### src/sv/rtfd_pkg.sv
// ----------------------------------------------------------------------------
// rtfd_pkg: shared types and constants of the RFID tag frame dedup block
// Holds the frame constants, the event codes and the command and status
// structs that join the controller and the datapath.
// ----------------------------------------------------------------------------
`default_nettype none

package rtfd_pkg;

    // Field widths fixed by the frame format.
    localparam int BYTE_W    = 8;
    localparam int EV_W      = 3;
    localparam int CFG_W     = 9;
    localparam int ID_HIGH_W = 32;
    localparam int ID_LOW_W  = 64;
    localparam int ID_HIGH_BYTES = 4;
    localparam int ID_LOW_BYTES  = 8;

    // Frame layout.
    localparam int HEAD_BYTES = 3;
    localparam int STATUS_POS = 5;
    localparam int ID_START   = 8;
    localparam int NOTICE_LEN = 24;

    // Byte values.
    localparam logic [BYTE_W-1:0] END_BYTE       = 8'h7e;
    localparam logic [BYTE_W-1:0] HEAD_SYNC      = 8'hbb;
    localparam logic [BYTE_W-1:0] NOTICE_TYPE    = 8'h02;
    localparam logic [BYTE_W-1:0] NOTICE_CMD     = 8'h22;
    localparam logic [BYTE_W-1:0] RESP_TYPE      = 8'h01;
    localparam logic [BYTE_W-1:0] RESP_CMD       = 8'hff;
    localparam logic [BYTE_W-1:0] NOT_FOUND_CODE = 8'h15;

    // Default tag limit after reset.
    localparam logic [CFG_W-1:0] TAG_LIMIT_RESET = 9'd200;

    // Event codes reported with each result.
    localparam logic [EV_W-1:0] EV_NONE      = 3'd0;
    localparam logic [EV_W-1:0] EV_NEW_TAG   = 3'd1;
    localparam logic [EV_W-1:0] EV_DUPLICATE = 3'd2;
    localparam logic [EV_W-1:0] EV_FULL      = 3'd3;
    localparam logic [EV_W-1:0] EV_NOT_FOUND = 3'd4;
    localparam logic [EV_W-1:0] EV_OVERFLOW  = 3'd5;

    // Commands from the controller to the datapath.
    typedef struct packed {
        logic accept;        // take the input byte and update the frame state
        logic search_start;  // clear the search index
        logic rd_issue;      // read the table entry at the search index
        logic set_full;      // report a full table
        logic set_dup;       // report a duplicate ID
        logic store;         // append the captured ID to the table
        logic load_out;      // load the result into the output register
    } rtfd_cmd_t;

    // Status from the datapath to the controller.
    typedef struct packed {
        logic is_notice;     // the accepted byte completed a notice frame
        logic full;          // stored count has reached the limit
        logic count_zero;    // table holds no entries
        logic issue_done;    // every stored entry has been read
        logic hit;           // the entry just read equals the captured ID
        logic miss_end;      // the last entry was read and did not match
        logic out_free;      // output register can take a result
    } rtfd_sts_t;

endpackage

`default_nettype wire

### src/sv/rtfd_ctrl.sv
// ----------------------------------------------------------------------------
// rtfd_ctrl: sequencing controller of the RFID tag frame dedup block
// Steps one received byte through capture, the table search, the store and
// the hand-off of the result to the output register.
// ----------------------------------------------------------------------------
`default_nettype none

module rtfd_ctrl (
    input  wire logic               aclk,
    input  wire logic               aresetn,
    input  wire logic               s_tvalid,
    output logic                    s_tready,
    input  wire rtfd_pkg::rtfd_sts_t sts,
    output rtfd_pkg::rtfd_cmd_t     cmd
);

    typedef enum logic [2:0] {
        ST_IDLE,
        ST_CHECK,
        ST_SEARCH,
        ST_STORE,
        ST_RESULT
    } state_t;

    state_t state_reg;
    state_t state_next;

    // Next state and commands. The notice check is known in the accept
    // cycle, so that cycle picks between the table path and a direct result.
    always_comb begin
        state_next = state_reg;
        cmd        = '0;
        unique case (state_reg)
            ST_IDLE: begin
                cmd.accept = s_tvalid;
                if (s_tvalid) begin
                    state_next = sts.is_notice ? ST_CHECK : ST_RESULT;
                end
            end
            ST_CHECK: begin
                if (sts.full) begin
                    cmd.set_full = 1'b1;
                    state_next   = ST_RESULT;
                end else if (sts.count_zero) begin
                    state_next = ST_STORE;
                end else begin
                    cmd.search_start = 1'b1;
                    state_next       = ST_SEARCH;
                end
            end
            ST_SEARCH: begin
                cmd.rd_issue = !sts.issue_done;
                if (sts.hit) begin
                    cmd.set_dup = 1'b1;
                    state_next  = ST_RESULT;
                end else if (sts.miss_end) begin
                    state_next = ST_STORE;
                end
            end
            ST_STORE: begin
                cmd.store  = 1'b1;
                state_next = ST_RESULT;
            end
            ST_RESULT: begin
                cmd.load_out = sts.out_free;
                if (sts.out_free) begin
                    state_next = ST_IDLE;
                end
            end
            default: begin
                state_next = ST_IDLE;
            end
        endcase
    end

    // State register.
    always_ff @(posedge aclk) begin
        if (!aresetn) begin
            state_reg <= ST_IDLE;
        end else begin
            state_reg <= state_next;
        end
    end

    assign s_tready = (state_reg == ST_IDLE);

    // Assertions.
    a_store_after_search: assert property (@(posedge aclk) disable iff (!aresetn)
        cmd.store |-> $past(state_reg == ST_SEARCH || state_reg == ST_CHECK))
        else $error("table store not preceded by a check or a search");

    a_accept_only_idle: assert property (@(posedge aclk) disable iff (!aresetn)
        cmd.accept |=> (state_reg == ST_CHECK || state_reg == ST_RESULT))
        else $error("accepted byte did not move to its check or result");

    a_single_report: assert property (@(posedge aclk) disable iff (!aresetn)
        $countones({cmd.set_full, cmd.set_dup, cmd.store}) <= 1)
        else $error("more than one table outcome in one cycle");

endmodule

`default_nettype wire

### config.mk
export PLATFORM = sky130hd
export DESIGN_NAME = rtfd_ctrl
export DESIGN_NICKNAME = d
export VERILOG_FILES = /design/src/sv/rtfd_pkg.sv /design/src/sv/rtfd_ctrl.sv
export SDC_FILE = /design/constraint.sdc
export NUM_CORES = 1
export LEC_CHECK = 0
export ABC_AREA = 1
export BUFFER_PORTS_ARGS = -buffer_cell sky130_fd_sc_hd__buf_2
export CAP_MARGIN = 20
export CORE_AREA = 2 2 39 41
export DETAILED_ROUTE_END_ITERATION = 10
export DIE_AREA = 0 0 41 43
export GPL_TIMING_DRIVEN = 0
export RECOVER_POWER = 100
export SYNTH_ARGS = -nofsm -noshare
export SYNTH_HDL_FRONTEND = slang
export SYNTH_SLANG_ARGS = --single-unit
### constraint.sdc
create_clock -name aclk -period 1.18 [get_ports aclk]
set_clock_uncertainty 0.2 [all_clocks]
set_input_delay 0.059 -clock aclk [delete_from_list [all_inputs] [get_ports aclk]]
set_output_delay 0.059 -clock aclk [all_outputs]
set_load 0.01 [all_outputs]
==> flow_results.org <==
** Critical path
- Slowest Stage Delay on Critical Path :: 340 ps
- WP buf/inv :: 3
- In this run the worst setup path begins at state_reg[2].
- The worst register-to-register path has a setup slack of -100 ps.
- Max stage delay cell, worst path :: dfxtp_4
- Cells on worst reg2reg path :: 7
- Crit. path cell count :: 5
- Data on the critical path is required at its endpoint by 920 ps.
- In this run the worst path has a maximum fanout of 4.
- In this run the critical register-to-register path is captured at state_reg[2].
- STA classifies the critical path startpoint as a flip-flop.
- The worst register-to-register path begins at state_reg[1].
- Critical Path Sink :: cmd[4]
- The worst setup path is of the reg2out kind.
- Endpoint kind of the worst setup timing path :: output pin
- The signal on the critical path passes through inv_4 -> buf_4 -> nand3_4 -> nor2_2 -> buf_2.
- Data arrives at the worst endpoint at 1070 ps.
- The kind of cell with the highest combined delay along the critical path is flip-flops.

** CTS
- CTS Buf Count :: 3
- Clk Latency, worst-skew pair :: 230 ps
- H-tree depth reported by CTS :: 1
- Root Buffer Master :: clkbuf_4
- Clock tree from TritonCTS :: built
- Maximum count of clock buffers along a single path :: 2
- Clock transition at the register clock pins on the worst setup and hold paths after CTS :: 30 ps
- Count of clock tree sinks :: 3

** Cells and area
- The number of antenna diodes in the final layout is 0.
- Final design utilization :: 41.23%
- Post-Layout Cell Count :: 92
- Of the cells placed in the final design, the portion with a size suffix greater than 1 is 69.74%.
- In the final design database the tool counted 87 nets.
- Compared with the post-synthesis result, the final layout area differs by 123.5%.
- With fillers left out, the area of the finished cells amounts to 570.5 um^2.
- The register with the most flip-flops in the layout has 3 of them.

** Logic synthesis
- XOR/XNOR Fraction of Synth Area :: 0%
- Largest family of logic cells by synthesized area :: simple AND/OR/NAND/NOR gates
- The Yosys step of the flow raised 0 warnings.
- Portion of the post-synthesis area used by sequential elements :: 23.53%
- Synthesis instantiated 15 different standard cells from the library.
- The cell area that synthesis handed to floorplanning was 255.2 um^2.
- After technology mapping, the gate count stands at 44.
- Top cell type by total area after synthesis :: dfxtp_1
- Summing the areas of all fa, ha and maj instances in the mapped netlist gives 0% of the synthesized area.
- The synthesized netlist devotes 53.43% of its cell area to simple gates.
- Synth top area cells :: dfxtp_1, inv_1, nor2_1
- Summing the areas of all compound-gate instances in the mapped netlist gives 8.333% of the synthesized area.
- Share of the synthesized area in the top cell type :: 23.53%
- The synthesized design contains 3 register bits.
- Post-Synthesis Net Count :: 54
- Average footprint of a synthesized cell :: 5.801 um^2
- After synthesis, the share of cell area in mux cells is 0%.

** GRT
- Entering global routing, the biggest net connects 6 pins.
- Via count of the first global-routing pass :: 354
- The total overflow left after global routing is 0.
- Total Routing Usage GR :: 11.43%
- The first global-routing pass estimated 1.297 mm of wire.
- The number of antenna violations at the first check in global routing was 0.

** Route
- The detailed router put a total of 307 um of wire on met1.
- Remaining DRCs :: 0
- Sum of met2 wire segment lengths after detailed routing :: 469 um
- Metal3 WL :: 54 um
- Overall via count from detail_route :: 394
- For this block, the initial DRC count from the detailed router was 10.
- Via-per-instance ratio :: 4.283
- Routed len/inst :: 9.022 um
- The detailed router used layers up to and including met3.
- Before antenna repair, the detailed router went through 2 iterations.
- Post-Route WL :: 830 um
- Post-DRT Antenna Nets :: 0

** Die
- Std-Cell Rows :: 14
- The region available for standard cell placement spans 0.001384 mm^2.
- Horizontal die dimension :: 41 um
- 18 I/O pins were placed.
- The die covers 0.001763 mm^2.
- Once the floorplan was initialized, standard cells occupied 18.44% of the core.
- The die is 43 um tall.

** Timing
- Worst slew pin tran :: 148.6 ps
- Derived from the worst setup path, the maximum achievable clock frequency is 0.7508 GHz.
- Setup repair after global routing could not meet its margin everywhere.
- Count of endpoints failing hold in the final timing report :: 0
- Hold is met by 0.3560 ps.
- Setup slack on the critical path of the routed design comes to -151.8 ps.
- In the finished design, the share of the clock period the worst path needs comes to 112.9%.
- The smallest clock period supported by the final layout is computed as 1332 ps.
- Final count of negative-setup-slack endpoints :: 10
- The number of max-slew violations in the final report came to 0.
- The worst pin sits at a relative slew slack of 90.05%.

** Power
- Power spread over the standard cell area amounts to 948.2 mW/mm^2.
- The worst-case IR drop observed on VDD is 0.0004122 V.
- P_leak :: 0.2888 nW

** Placed design
- Cell Count Post-Placement :: 77
- Post-placement worst setup slack :: -90.63 ps
- Once detailed placement completed, the half-perimeter wirelength came to 565.2 um.
- During placement, the flow inserted port buffers numbering 17.
- Final GP Congestion :: 0.7172
- After detailed placement, the total cell area comes to 365.4 um^2.

** Run status
- The run finished, with violations left.
- Violations in the final reports :: setup timing

** Hold path
- Number of cells traversed by the worst hold path :: 5
- HP Class :: in2reg

** Job
- Reported max-cap violation count :: 0
==> cell usage in the layout, fill, tap and decap left out, drive strengths merged <==
cell type,instances
nor2,9
a21oi,2
o211ai,1
or2,1
nand4,2
inv,10
nand2,7
buf,26
dlygate4sd3,2
clkbuf,4
nor3,3
dfxtp,3
nand3,6
==> metal layers <==
layer  up-vias  global-route usage (%)
met4         0                   6.000
met2        10                   17.50
li1        206                       -
met3         0                   6.283
met1       178                   11.86
met5         -                       0
==> power breakdown <==
part	internal, mW	total, mW	switching [mW]
combinational	0.117	0.239	0.122
sequential	0.112	0.124	0.0116
clock	0.127	0.178	0.0514
==> Yosys cell counts <==
master	number
nand4_1	2
dfxtp_1	3
nand2_2	1
o211ai_1	1
inv_1	7
nand3_1	5
or2_2	1
nor2_1	7
nand3_2	1
nor3_1	3
a21oi_1	1
nor2_2	2
nand2_1	6
inv_2	3
a21oi_2	1
==> cell type report <==
class                      instances  area, um^2
fill                             144       813.3
multi-input combinational         31       221.5
timing repair buffer              28       188.9
sequential                         3       71.32
inverter                          10       42.54
clock buffer                       4       26.28
tap                               16       20.02
==> what timing repair did <==
item / 4_1_cts / 5_1_grt
hold endpoints to repair: 3 / 0
endpoints found under the setup margin: 10 / 11
setup buffers: 10 / 0
pin swaps: 6 / 5
gates resized for setup: 18 / 7
hold buffers: 2 / 0
==> per-stage QoR <==
step | total power, mW | TNS (ps)
finish | 0.5410 | -1058
global route | 0.5837 | -1744
global placement | 0.2749 | -175.8
CTS | 0.5317 | -1142
detailed placement | 0.2754 | -196.3
floorplan | 0.2260 | 0
==> worst min-delay path: cells and delay by family <==
family                 cells  cell delay, ps
and+or+nand+nor            4             250
buffers and inverters      1              90
==> worst min path at each step <==
stage,startpoint,to
global route,sts[5],state_reg[1]
floorplan,sts[3],cmd[4]
global placement,aresetn,state_reg[0]
detailed placement,aresetn,state_reg[0]
CTS,sts[6],state_reg[0]
finish,sts[6],state_reg[0]
==> logic make-up after synthesis <==
logic type,after synthesis
DFF,3
AOI/OAI and AO/OA,3
and+or+nand+nor,28
buffers and inverters,10
Note: power is estimated with default switching activity, not from simulation.
